==> src/rtl/fatrd_pkg.sv <==
// shared types and constants for the root directory name lookup
package fatrd_pkg;

	localparam int NAME_LEN     = 11;
	localparam int EXT_START    = 8;
	localparam int ROOT_ENTRIES = 224;

	localparam logic [7:0] SKIP_ATTR = 8'h18;
	localparam logic [7:0] SPACE     = 8'h20;
	localparam logic [7:0] DOT       = 8'h2E;
	localparam logic [7:0] NUL       = 8'h00;
	localparam logic [7:0] LOWER_A   = 8'h61;
	localparam logic [7:0] LOWER_Z   = 8'h7A;
	localparam logic [7:0] CASE_BIT  = 8'h20;

	localparam logic REQ_CHAR  = 1'b0;
	localparam logic REQ_ENTRY = 1'b1;

	typedef logic [NAME_LEN-1:0][7:0] name_t;
	typedef logic [3:0]               pos_t;
	typedef logic [7:0]               index_t;

	typedef struct packed {
		logic       char_go;
		logic       entry_go;
		logic       clear;
		logic [7:0] ch;
		logic       last;
	} pack_ctrl_t;

	typedef struct packed {
		logic        hit;
		logic        found;
		logic [31:0] size;
	} match_res_t;

endpackage

==> src/rtl/fatrd_name_pack.sv <==
// 8.3 name packing buffer and its position and end flags
module fatrd_name_pack import fatrd_pkg::*; (
	input  logic       clk,
	input  logic       arst_n,
	input  pack_ctrl_t ctrl,
	output name_t      name
);

	name_t name_q, name_d, eff_name;
	pos_t  pos_q, pos_d, eff_pos;
	logic  ended_q, ended_d, eff_ended;
	logic  complete_q, complete_d, eff_complete;
	logic [7:0] up_ch;

	always_comb begin
		eff_name     = ctrl.clear ? {NAME_LEN{SPACE}} : name_q;
		eff_pos      = ctrl.clear ? '0 : pos_q;
		eff_ended    = ctrl.clear ? 1'b0 : ended_q;
		eff_complete = ctrl.clear ? 1'b0 : complete_q;
		up_ch = ctrl.ch;
		if (ctrl.ch inside {[LOWER_A:LOWER_Z]}) begin
			up_ch = ctrl.ch - CASE_BIT;
		end
		name_d     = eff_name;
		pos_d      = eff_pos;
		ended_d    = eff_ended;
		complete_d = eff_complete;
		if (ctrl.char_go) begin
			if (!eff_ended && !eff_complete) begin
				if (ctrl.ch == NUL) begin
					ended_d = 1'b1;
				end else if (ctrl.ch == DOT && eff_pos <= pos_t'(EXT_START)) begin
					pos_d = pos_t'(EXT_START);
				end else if (eff_pos < pos_t'(NAME_LEN)) begin
					for (int k = 0; k < NAME_LEN; k++) begin
						if (eff_pos == pos_t'(k)) begin
							name_d[k] = up_ch;
						end
					end
					pos_d = eff_pos + pos_t'(1);
					if (eff_pos + pos_t'(1) >= pos_t'(NAME_LEN)) begin
						ended_d = 1'b1;
					end
				end
			end
			if (ctrl.last) begin
				complete_d = 1'b1;
			end
		end
		if (ctrl.entry_go) begin
			complete_d = 1'b1;
		end
	end

	always_ff @(posedge clk or negedge arst_n) begin
		if (!arst_n) begin
			name_q     <= {NAME_LEN{SPACE}};
			pos_q      <= '0;
			ended_q    <= 1'b0;
			complete_q <= 1'b0;
		end else begin
			name_q     <= name_d;
			pos_q      <= pos_d;
			ended_q    <= ended_d;
			complete_q <= complete_d;
		end
	end

	assign name = name_q;

	// position never runs past the buffer
	a_pos_range: assert property (@(posedge clk) disable iff (!arst_n)
		pos_q <= pos_t'(NAME_LEN))
		else $error("pack position beyond name length");

endmodule

==> src/rtl/fatrd_entry_match.sv <==
// directory entry compare, entry count and search end flag
module fatrd_entry_match import fatrd_pkg::*; (
	input  logic        clk,
	input  logic        arst_n,
	input  logic        go,
	input  logic        clear,
	input  name_t       name,
	input  logic [63:0] base_name,
	input  logic [23:0] extension,
	input  logic [7:0]  attr,
	input  logic [31:0] size,
	output logic        done,
	output match_res_t  res
);

	name_t  ent;
	index_t idx_q, idx_next;
	logic   done_q;
	logic   active, zero_first, name_eq;

	always_comb begin
		for (int k = 0; k < EXT_START; k++) begin
			ent[k] = base_name[63-8*k -: 8];
		end
		for (int k = EXT_START; k < NAME_LEN; k++) begin
			ent[k] = extension[23-8*(k-EXT_START) -: 8];
		end
	end

	assign active     = go && !done_q;
	assign zero_first = (ent[0] == NUL);
	assign name_eq    = ((attr & SKIP_ATTR) == 8'h00) && (ent == name);
	assign idx_next   = (idx_q == 8'hFF) ? idx_q : idx_q + index_t'(1);

	always_comb begin
		res = '0;
		if (active) begin
			if (zero_first) begin
				res.hit = 1'b1;
			end else if (name_eq) begin
				res.hit   = 1'b1;
				res.found = 1'b1;
				res.size  = size;
			end else if (idx_next >= index_t'(ROOT_ENTRIES)) begin
				res.hit = 1'b1;
			end
		end
	end

	always_ff @(posedge clk or negedge arst_n) begin
		if (!arst_n) begin
			idx_q  <= '0;
			done_q <= 1'b0;
		end else if (clear) begin
			idx_q  <= '0;
			done_q <= 1'b0;
		end else if (active) begin
			if (!zero_first && !name_eq) begin
				idx_q <= idx_next;
			end
			if (res.hit) begin
				done_q <= 1'b1;
			end
		end
	end

	assign done = done_q;

	a_hit_ends: assert property (@(posedge clk) disable iff (!arst_n)
		(res.hit && !clear) |=> done_q)
		else $error("result without search end");

	a_clear_idx: assert property (@(posedge clk) disable iff (!arst_n)
		clear |=> (idx_q == '0 && !done_q))
		else $error("new lookup did not reset the search");

endmodule

==> src/rtl/fat_root_dir_name_lookup.sv <==
// top level of the root directory 8.3 name lookup
// One transaction enters per cycle while in_ready is high: a file name character
// (req_type 0) or a root directory entry (req_type 1). Each goes through an input
// register, a single pass of packing or 11-byte compare logic, and a result register,
// so a result is offered from the result register once its transaction leaves the
// input register, and the block sustains one transaction per clock when the result
// side takes what it is offered. A lookup gives exactly one result: found with the
// file size on the first matching file entry, or not found on an entry with a zero
// first byte or at the 224th entry. A character after a result starts a new lookup.
module fat_root_dir_name_lookup import fatrd_pkg::*; (
	input  logic        clk,
	input  logic        arst_n,
	input  logic        in_valid,
	output logic        in_ready,
	input  logic        req_type,
	input  logic [7:0]  name_char,
	input  logic        name_last,
	input  logic [63:0] entry_base_name,
	input  logic [23:0] entry_extension,
	input  logic [7:0]  entry_attr,
	input  logic [31:0] entry_size,
	output logic        out_valid,
	input  logic        out_ready,
	output logic        found,
	output logic [31:0] file_size
);

	logic        valid_s1;
	logic        req_s1;
	logic [7:0]  char_s1;
	logic        last_s1;
	logic [63:0] base_s1;
	logic [23:0] ext_s1;
	logic [7:0]  attr_s1;
	logic [31:0] size_s1;

	logic        out_valid_q;
	logic        found_q;
	logic [31:0] size_q;

	logic        advance, done;
	pack_ctrl_t  pctrl;
	match_res_t  res;
	name_t       name;

	assign advance  = valid_s1 && (!out_valid_q || out_ready);
	assign in_ready = !valid_s1 || advance;

	always_ff @(posedge clk or negedge arst_n) begin
		if (!arst_n) begin
			valid_s1 <= 1'b0;
		end else if (in_ready) begin
			valid_s1 <= in_valid;
		end
	end

	always_ff @(posedge clk) begin
		if (in_valid && in_ready) begin
			req_s1  <= req_type;
			char_s1 <= name_char;
			last_s1 <= name_last;
			base_s1 <= entry_base_name;
			ext_s1  <= entry_extension;
			attr_s1 <= entry_attr;
			size_s1 <= entry_size;
		end
	end

	always_comb begin
		pctrl.char_go  = advance && (req_s1 == REQ_CHAR);
		pctrl.entry_go = advance && (req_s1 == REQ_ENTRY) && !done;
		pctrl.clear    = advance && (req_s1 == REQ_CHAR) && done;
		pctrl.ch       = char_s1;
		pctrl.last     = last_s1;
	end

	fatrd_name_pack u_pack (
		.clk    (clk),
		.arst_n (arst_n),
		.ctrl   (pctrl),
		.name   (name)
	);

	fatrd_entry_match u_match (
		.clk       (clk),
		.arst_n    (arst_n),
		.go        (advance && (req_s1 == REQ_ENTRY)),
		.clear     (pctrl.clear),
		.name      (name),
		.base_name (base_s1),
		.extension (ext_s1),
		.attr      (attr_s1),
		.size      (size_s1),
		.done      (done),
		.res       (res)
	);

	always_ff @(posedge clk or negedge arst_n) begin
		if (!arst_n) begin
			out_valid_q <= 1'b0;
		end else if (advance && res.hit) begin
			out_valid_q <= 1'b1;
		end else if (out_ready) begin
			out_valid_q <= 1'b0;
		end
	end

	always_ff @(posedge clk) begin
		if (advance && res.hit) begin
			found_q <= res.found;
			size_q  <= res.size;
		end
	end

	assign out_valid = out_valid_q;
	assign found     = found_q;
	assign file_size = size_q;

	a_miss_zero: assert property (@(posedge clk) disable iff (!arst_n)
		(out_valid_q && !found_q) |-> (size_q == 32'h0))
		else $error("not-found result with nonzero size");

	a_result_src: assert property (@(posedge clk) disable iff (!arst_n)
		(!out_valid_q ##1 out_valid_q) |-> $past(valid_s1 && req_s1 == REQ_ENTRY))
		else $error("result without an entry transaction");

endmodule
==> config.mk <==
export PLATFORM = sky130hd
export DESIGN_NAME = fat_root_dir_name_lookup
export DESIGN_NICKNAME = d
export VERILOG_FILES = /design/src/rtl/fatrd_pkg.sv /design/src/rtl/fatrd_name_pack.sv /design/src/rtl/fatrd_entry_match.sv /design/src/rtl/fat_root_dir_name_lookup.sv
export SDC_FILE = /design/constraint.sdc
export NUM_CORES = 1
export LEC_CHECK = 0
export BUFFER_PORTS_ARGS = -buffer_cell sky130_fd_sc_hd__buf_2
export CAP_MARGIN = 10
export CORE_ASPECT_RATIO = 1.4
export CORE_MARGIN = 3
export CORE_UTILIZATION = 35
export CTS_CLUSTER_DIAMETER = 200
export DETAILED_ROUTE_END_ITERATION = 7
export GPL_ROUTABILITY_DRIVEN = 0
export PLACE_DENSITY = 0.62
export SLEW_MARGIN = 25
export SYNTH_ARGS = -nofsm -noshare
export SYNTH_HDL_FRONTEND = slang
export SYNTH_SLANG_ARGS = --single-unit
==> constraint.sdc <==
create_clock -name clk -period 3.9 [get_ports clk]
set_input_delay 0.585 -clock clk [delete_from_list [all_inputs] [get_ports clk]]
set_output_delay 0.585 -clock clk [all_outputs]
set_load 0.02 [all_outputs]
==> reports/qor.csv, run 1 <==
stage,metric,value,unit
timing,grt_setup_unrepaired,no,
pwr,irDropWorstVdd,0.363,mV
global_route,grt_first_pass_wirelength,41200,um
logic_synthesis,ys.flop_type,edfxtp_1,
logic_synthesis,synth_edf_count,165,
clock_tree,cts.repair.resized,0,
global_route,grt_overflow,0,
clock_tree,htree_levels,1,
setup_path,cp_cell_sequence,"inv_1, nand4_1, nand2_1, inv_1, ha_1, or2_2, nor2b_1, nor2_1, nand4_2, nand3_1, o21ai_0",
logic_synthesis,yosys.area_share.simple,12.1,%
layout,drive_gt1_share,25.6,%
layout,nNetsFinal,1149,
floorplanning,initial_utilization,35.6,%
timing,fin_setup_tns,0,ns
setup_path,worstPathRequired,4.32,ns
layout,final_area,13400,um^2
placement,place_hpwl,19400,um
clock_tree,clock-root-buffer,clkbuf_16,
logic_synthesis,synthArstFlopShare,38.9,%
routing,vias,7028,
logic_synthesis,netlist_instances,810,
timing,min_period_over_period,85.0,%
setup_path,path_buf_inv,2,
setup_path,crit_type,reg2reg,
placement,place_area,12400,um^2
floorplanning,coreArea,30900,um^2
routing,drtAntennaViolNets,0,
setup_path,cpLargestDelayFamily,simple AND/OR/NAND/NOR gates,
clock_tree,post_cts_buffers,0,
routing,drt_first_pass_iters,5,
clock_tree,cts_hold_buffers,0,
logic_synthesis,yosysWarningCount,0,
timing,hold_violations,0,
setup_path,path_common_cell,inv_1,
clock_tree,cts_sinks,270,
logic_synthesis,synth_compound_area_share,7.84,%
worst_hold_path,hold_class,in2async,
logic_synthesis,synth_top_family_by_area,simple AND/OR/NAND/NOR gates,
setup_path,cpPeakStageDelay,0.48,ns
setup_path,critPathCaptureType,flop,
logic_synthesis,yosys.area_share.xor_xnor,5.09,%
layout,layout_commonest_cell,buf_2,
clock_tree,cts_tree,done,
timing,skew,0.0178,ns
timing,slew_headroom,34.8,%
setup_path,crit_path_start_kind,flop,
setup_path,cp_data_arrival_time,3.74,ns
logic_synthesis,syn_nets,959,
timing,hold_ws,0.0401,ns
run_status,status,"complete, no violations",
logic_synthesis,avgSynthCellArea,13.6,um^2
floorplanning,rows,76,
routing,wire_per_inst,19.2,um
global_route,antenna_found_initial,0,
clock_tree,clk_pin_slew,0.06,ns
clock_tree,ctsLongestPathBuffers,3,
placement,numPortBuffers,170,
timing,setup_viol,0,
pwr,p_per_area,521,nW/um^2
global_route,track_usage,15.9,%
logic_synthesis,ys_seq_elements,270,
floorplanning,ios,177,
logic_synthesis,yosysUniqueCellTypes,60,
layout,layout_common_cells,"buf_2 (169), edfxtp_1 (165), dfrtp_1 (94)",
timing,layout_min_cycle_time,3.31,ns
global_route,grt_pass1_vias,7128,
timing,slew_viol_final,0,
floorplanning,die_h,216,um
clock_tree,insertion_delay,0.56,ns
routing,routed_wl,27200,um
global_route,grt_max_degree,62,
job,maxCapViolCount,0,
logic_synthesis,netlist_area,11000,um^2
logic_synthesis,ys_seq_area_share,69.0,%
layout,area.growth.synth_to_final,22.1,%
timing,worst_pin_slew,0.974,ns
setup_path,slowest_stage,edfxtp_1,
routing,first_iter_violations,395,
clock_tree,cts_buffers,28,
logic_synthesis,muxShareOfSynthArea,2.64,%
floorplanning,die-area,33600,um^2
setup_path,cp_max_fo,17,
logic_synthesis,synth_fa_ha_area_share,0.796,%
pwr,p_leak,5.59,nW
routing,drc,0,
timing,max_freq,302,MHz
floorplanning,die_x,156,um
routing,routed_via_density,4.97,
layout,final_core_util,43.5,%
-- state kept, by name, summed over array words and instances (netlist names) --
name               count
attr_s1                2
base_s1               64
char_s1                8
ext_s1                24
file_size             32
found                  1
last_s1                1
out_valid              1
req_s1                 1
size_s1               32
u_match.done           1
u_match.idx_q          8
u_pack.complete_q      1
u_pack.ended_q         1
u_pack.name           88
u_pack.pos_q           4
valid_s1               1
-- where the power goes --
group	switching, mW	internal [mW]
Combinational	0.308	0.261
Sequential	0.170	3.28
Clock	1.15	1.83
Total	1.63	5.37
-- final cells by class --
class | count | area (um^2)
flip-flops and latches | 270 | 7600
multi-input cells | 475 | 3150
repair buffers | 187 | 1020
fillers | 2803 | 17500
diodes | 1 | 2.50
clock inverters | 21 | 305
well taps | 390 | 488
inverters | 38 | 143
clock buffers | 31 | 733
-- cell usage after synthesis, drive strengths merged, types with 14 or more instances --
cell type,count,share of area (%)
edfxtp,165,45
dfrtp,94,21
nand2,76,2.6
xor2,56,4.5
o21ai,47,2.2
and2,39,2.2
inv,38,1.3
mux2i,29,2.6
nand3,29,1.3
nor4,21,1.3
nor2b,19,1.1
nor2,18,0.71
a22o,17,1.4
a21oi,14,0.64
buf,14,0.76
-- path summary, 6_finish.rpt --
path | startpoint | end | slack [ns] | cells after the start
setup / recovery | req_s1 | u_pack.name[26] | 0.59 | 11
max in group asynchronous | arst_n | u_pack.name[21] | 3.02 | 2
min in group clk | entry_extension[11] | ext_s1[11] | 0.20 | 1
hold reg to reg | u_match.idx_q[4] | u_match.idx_q[4] | 0.47 | 1
hold / removal | arst_n | u_pack.name[58] | 0.04 | 1
setup reg to reg | req_s1 | u_pack.name[26] | 0.59 | 11
-- kinds of logic (layout without fill, tap and decap cells) --
family                   after synthesis  count (layout)
flip-flops                           270             270
AND/OR/NAND/NOR                      250             250
AO/OA/AOI/OAI                        125             125
buffers and inverters                 65             277
XOR/XNOR                              64              64
multiplexers                          29              29
adder cells (fa/ha/maj)                7               7
other                                  0               1
-- routing by layer --
layer | track usage, % | share of wire, % | vias to the layer above
li1 | - | - | 3329
met1 | 19.5 | 40 | 3384
met4 | 6.86 | 3.8 | 0
met5 | 0 | 0 | -
met2 | 27.6 | 50 | 262
met3 | 2.47 | 6.1 | 53
-- per-stage QoR --
step | instances | total power [mW] | setup slack, ns
floorplan | 810 | 3.82 | 0.0864
global placement | 1360 | 4.06 | 0.512
detailed placement | 1360 | 4.08 | 0.408
CTS | 1412 | 7.09 | 0.653
global route | 1412 | 7.29 | 0.429
finish | 1413 | 7.00 | 0.586
Power figures use the tool's default switching activity.
==> inputs of run 2 (changes only) <==
- PLACE_DENSITY: 0.62 -> 0.6
- clock period: 3.9 -> 3.1 ns (I/O delays scaled with it)
==> reports/qor.csv, run 2 (synthesized netlist as in run 1, its figures left out) <==
stage,metric,value,unit,change
setup_path,cp_cell_sequence,"xor2_1, nor4_1, nand4_1, nor4_2, nand3_1, a31oi_4, buf_12",,
global_route,antenna_found_initial,0,,unchanged
timing,skew,0.00883,ns,-0.00893 ns
setup_path,cp_max_fo,33,,+16
setup_path,worstPathRequired,3.35,ns,-0.97 ns
layout,area.sequential,7600,um^2,unchanged
run_status,status,"complete, no violations",,
setup_path,crit_type,reg2reg,,
routing,top_layer_used,met4,,
timing,setup_ws,0.272,ns,-0.314 ns
layout,nNetsFinal,1161,,+1.0%
setup_path,cpPeakStageDelay,0.46,ns,-0.02 ns
clock_tree,htree_levels,1,,unchanged
placement,dp_slack,0.182,ns,-0.227 ns
floorplanning,die_x,156,um,unchanged
setup_path,crit_path_start_kind,flop,,
clock_tree,cts_buffers,28,,unchanged
routing,drc,0,,unchanged
setup_path,crit_path_start,ext_s1[6],,
clock_tree,cts_sinks,270,,unchanged
layout,multiInputGateArea,3150,um^2,unchanged
timing,hold_violations,0,,unchanged
pwr,irDropWorstVdd,0.476,mV,+31%
routing,wire_per_inst,18.7,um,-3.0%
routing,vias,6936,,-1.3%
clock_tree,post_cts_buffers,0,,unchanged
timing,layout_min_cycle_time,2.83,ns,-0.486 ns
global_route,grt_first_pass_wirelength,40800,um,-0.87%
clock_tree,cts_hold_buffers,1,,+1
global_route,grt_pass1_vias,7037,,-1.3%
routing,routed_via_density,4.87,,-2.1%
pwr,total_power,8.48,mW,+21%
routing,drt_first_pass_iters,4,,-1
layout,layout_commonest_cell,buf_2,,
timing,min_period_over_period,91.2,%,+6.2 points
setup_path,cp_data_arrival_time,3.07,ns,-0.67 ns
worst_hold_path,hold_class,in2reg,,
global_route,grt_overflow,0,,unchanged
setup_path,r2r_setup_slack,0.27,ns,-0.31 ns
routing,drtAntennaViolNets,0,,unchanged
placement,numPortBuffers,170,,unchanged
timing,max_freq,354,MHz,+17%
timing,slew_headroom,52.3,%,+18 points
floorplanning,ios,177,,unchanged
layout,nFillCells,2810,,+0.25%
clock_tree,clk_pin_slew,0.06,ns,about the same
timing,worst_pin_slew,0.715,ns,-0.259 ns
timing,grt_setup_unrepaired,no,,
clock_tree,clock-root-buffer,clkbuf_16,,
routing,wl_met3,1360,um,-18%
setup_path,cp.depth,7,,-4
clock_tree,cts_tree,done,,
floorplanning,rows,76,,unchanged
floorplanning,die_h,216,um,unchanged
timing,fin_setup_tns,0,ns,unchanged
layout,final_core_util,43.5,%,about the same
layout,drive_gt1_share,25.6,%,-0.055 points
clock_tree,cts.repair.resized,0,,unchanged
setup_path,critPathCaptureType,flop,,
setup_path,endpoint,found,,
routing,wl_met1,10900,um,+0.82%
placement,place_hpwl,19300,um,-0.83%
routing,routed_wl,26600,um,-2.2%
setup_path,timing.rr.start,ext_s1[6],,
setup_path,r2r_end,found,,
pwr,p_leak,5.61,nW,+0.47%
layout,layout_common_cells,"buf_2 (169), edfxtp_1 (165), dfrtp_1 (94)",,
timing,setup_viol,0,,unchanged
floorplanning,die-area,33600,um^2,unchanged
pwr,p_per_area,631,nW/um^2,+21%
timing,slew_viol_final,0,,unchanged
layout,area.growth.synth_to_final,22.2,%,about the same
global_route,grt_max_degree,73,,+18%
layout,largest_reg_flops,88,,unchanged
floorplanning,initial_utilization,35.6,%,unchanged
routing,wl_met2,13500,um,-1.4%
global_route,track_usage,15.7,%,-0.17 points
job,maxCapViolCount,0,,unchanged
floorplanning,coreArea,30900,um^2,unchanged
clock_tree,ctsLongestPathBuffers,3,,unchanged
clock_tree,insertion_delay,0.55,ns,about the same
setup_path,rr_worst_depth,7,,-4
setup_path,cpLargestDelayFamily,simple AND/OR/NAND/NOR gates,,
routing,first_iter_violations,374,,-5.3%
setup_path,path_buf_inv,1,,-1
setup_path,slowest_stage,nor4_1,,
==> run 2: changes by cell type in the layout (fill, tap and decap cells not counted) <==
cell	change
buf_12	+2
buf_4	+9
bufinv_16	-3
clkbuf_1	+4
clkinv_1	+3
clkinv_2	+1
clkinv_4	-3
clkinvlp_4	-4
diode_2	+1
dlygate4sd3_1	+1
==> run 2: stage by stage <==
| stage | hold WS (ns) | cell area [um^2] | std cells |
|---|---|---|---|
| 6_report | 0.0857 | 13400 | 1424 |
| 5_1_grt | 0.0581 | 13400 | 1422 |
| 4_1_cts | 0.0581 | 13400 | 1422 |
| 3_5_place_dp | 0.457 | 12500 | 1371 |
| 3_3_place_gp | 0.456 | 12500 | 1371 |
| 2_1_floorplan | 0.169 | 11000 | 810 |
==> run 2: where the power goes <==
| group | internal, mW | switching, mW |
|---|---|---|
| Combinational | 0.345 | 0.397 |
| Sequential | 4.13 | 0.209 |
| Clock | 2.03 | 1.37 |
| Total | 6.51 | 1.97 |
==> run 2: routing by layer <==
| metal | vias up | track usage, % |
|---|---|---|
| met1 | 3363 | 19.6 |
| met5 | - | 0 |
| met3 | 34 | 2.49 |
| li1 | 3349 | - |
| met4 | 0 | 5.42 |
| met2 | 190 | 27.7 |
==> run 2: cell type report <==
class / instances / area share [%]
tap: 390 / 3.63
antenna: 2 / 0.0372
timing repair buffer: 199 / 8.45
inverter: 38 / 1.06
clock buffer: 35 / 5.57
multi-input combinational: 475 / 23.4
sequential: 270 / 56.5
clock inverter: 15 / 1.30
==> run 2: worst min-delay path by stage <==
| stage | end | cells past startpoint | slack, ns | startpoint |
|---|---|---|---|---|
| 2_1_floorplan | out_valid | 0 | 0.17 | arst_n |
| 3_3_place_gp | u_match.idx_q[4] | 1 | 0.46 | u_match.idx_q[4] |
| 3_5_place_dp | u_pack.name[69] | 2 | 0.46 | u_pack.name[69] |
| 4_1_cts | base_s1[37] | 1 | 0.06 | entry_base_name[37] |
| 5_1_grt | base_s1[37] | 1 | 0.06 | entry_base_name[37] |
| 6_report | base_s1[61] | 1 | 0.09 | entry_base_name[61] |
==> inputs of run 3 (changes only) <==
- REMOVE_ABC_BUFFERS: unset -> 1
==> reports/qor.csv, run 3 (synthesized netlist as in run 1, its figures left out) <==
stage,metric,value,unit,change
global_route,grtUsageMet1,20.2,%,+0.60 points
setup_path,timing.rr.start,req_s1,,
clock_tree,ctsLongestPathBuffers,3,,unchanged
worst_hold_path,hold_depth,1,,unchanged
timing,slew_viol_final,0,,unchanged
routing,drtAntennaViolNets,0,,unchanged
pwr,irDropWorstVdd,0.382,mV,-20%
timing,setup_viol,0,,unchanged
floorplanning,rows,76,,unchanged
layout,largest_reg_flops,88,,unchanged
job,maxCapViolCount,0,,unchanged
clock_tree,post_cts_buffers,0,,unchanged
run_status,status,"complete, no violations",,
setup_path,cp_max_fo,5,,-85%
global_route,grt_overflow,0,,unchanged
global_route,grt_busiest_layer,met2,,
floorplanning,die_h,216,um,unchanged
global_route,gr-usage-met2,27.3,%,-0.39 points
placement,numPortBuffers,170,,unchanged
layout,layout_common_cells,"buf_2 (169), edfxtp_1 (165), dfrtp_1 (94)",,
clock_tree,cts_hold_buffers,1,,unchanged
global_route,grt_max_degree,62,,-15%
routing,first_iter_violations,457,,+22%
timing,skew,0.0213,ns,+0.0125 ns
setup_path,cpLargestDelayFamily,simple AND/OR/NAND/NOR gates,,
setup_path,cp_cell_sequence,"inv_1, nand4_1, and2_1, ha_1, or2_2, nor4_1, buf_4, and2_1, buf_4, mux2i_1",,
routing,wire_per_inst,18.7,um,+0.27%
timing,layout_min_cycle_time,2.81,ns,-0.0196 ns
clock_tree,insertion_delay,0.56,ns,about the same
placement,place_area,12600,um^2,+0.46%
setup_path,slowest_stage,edfxtp_1,,
layout,layout_commonest_cell,buf_2,,
worst_hold_path,min_to,attr_s1[3],,
routing,drc,0,,unchanged
clock_tree,cts_buffers,27,,-3.6%
clock_tree,htree_levels,1,,unchanged
layout,area.growth.synth_to_final,21.6,%,
setup_path,cp_data_arrival_time,3.28,ns,+0.21 ns
floorplanning,die-area,33600,um^2,unchanged
timing,max_freq,356,MHz,+0.70%
routing,drt_first_pass_iters,4,,unchanged
routing,vias,6944,,+0.12%
placement,place_hpwl,19400,um,+0.50%
worst_hold_path,hp-start,entry_attr[3],,
layout,nNetsFinal,1166,,+0.43%
timing,min_period_over_period,90.6,%,-0.63 points
timing,worst_pin_slew,0.714,ns,-0.00103 ns
timing,hold_ws,0.0790,ns,-0.00666 ns
clock_tree,cts_sinks,270,,unchanged
floorplanning,coreArea,30900,um^2,unchanged
pwr,p_leak,5.59,nW,-0.36%
clock_tree,cts_tree,done,,
global_route,grt_first_pass_wirelength,41000,um,+0.47%
setup_path,path_buf_inv,3,,+2
routing,routed_wl,26700,um,+0.55%
global_route,antenna_found_initial,0,,unchanged
clock_tree,clock-root-buffer,clkbuf_16,,
setup_path,r2r_end,u_pack.name[71],,
timing,slew_headroom,52.4,%,+0.069 points
timing,grt_setup_unrepaired,no,,
setup_path,worstPathRequired,3.57,ns,+0.22 ns
routing,routed_via_density,4.86,,-0.17%
global_route,track_usage,15.9,%,+0.13 points
layout,final_core_util,43.3,%,-0.18 points
layout,final_area,13400,um^2,-0.42%
setup_path,critPathCaptureType,flop,,
layout,drive_gt1_share,25.9,%,+0.36 points
timing,hold_violations,0,,unchanged
pwr,p_per_area,608,nW/um^2,-3.6%
setup_path,crit_type,reg2reg,,
global_route,grt_pass1_vias,7053,,+0.23%
setup_path,crit_path_start_kind,flop,,
global_route,use_met3,2.31,%,-0.18 points
clock_tree,clk_pin_slew,0.07,ns,about the same
floorplanning,ios,177,,unchanged
clock_tree,cts.repair.resized,0,,unchanged
setup_path,r2r_setup_slack,0.29,ns,+0.02 ns
floorplanning,die_x,156,um,unchanged
setup_path,rr_worst_depth,10,,+3
setup_path,cpPeakStageDelay,0.46,ns,about the same
worst_hold_path,hold_class,in2reg,,
floorplanning,initial_utilization,35.6,%,unchanged
## run 3: per-layer routing
layer	wire length (um)	vias up
met3	1460	50
met2	13500	225
met1	10800	3318
li1	-	3351
met4	926	0
met5	0	-
## run 3: metrics by stage
stage / TNS [ns] / power [mW] / worst slack (ns) / std cells
global placement: 0 / 5.14 / 0.197 / 1377
global route: 0 / 8.53 / 0.0275 / 1427
CTS: 0 / 8.25 / 0.296 / 1427
floorplan: -269.40 / 4.80 / -1.37 / 783
finish: 0 / 8.14 / 0.291 / 1428
detailed placement: 0 / 5.16 / 0.196 / 1377
## run 3: worst reg2reg max path, cell delays in order, from the launching register on
cell and delay [ns]:
edfxtp_1 0.46, inv_1 0.13, nand4_1 0.22, and2_1 0.29, ha_1 0.22, or2_2 0.32, nor4_1 0.28, buf_4 0.17
and2_1 0.29, buf_4 0.18, mux2i_1 0.17
## run 3: final cells by class
type,count,area [um^2]
flip-flops and latches,270,7600
inverters,38,143
clock inverters,15,110
multi-input cells,475,3150
diodes,1,2.50
clock buffers,34,702
repair buffers,205,1190
fillers,2831,17500
well taps,390,488
## run 3: how the worst max path moves through the flow
stage	from	endpoint	slack [ns]	depth (start not counted)
floorplan	out_valid	attr_s1[3]	-1.37	3
finish	req_s1	u_pack.name[71]	0.29	10
global route	req_s1	u_pack.name[71]	0.03	10
detailed placement	out_ready	u_pack.name[30]	0.20	13
global placement	out_ready	u_pack.name[71]	0.20	11
CTS	u_pack.name[53]	file_size[20]	0.30	8
## run 3: where the power goes
part | switching, mW | total [mW] | internal [mW]
Clock | 1.36 | 3.05 | 1.69
Sequential | 0.204 | 4.34 | 4.13
Combinational | 0.401 | 0.752 | 0.352
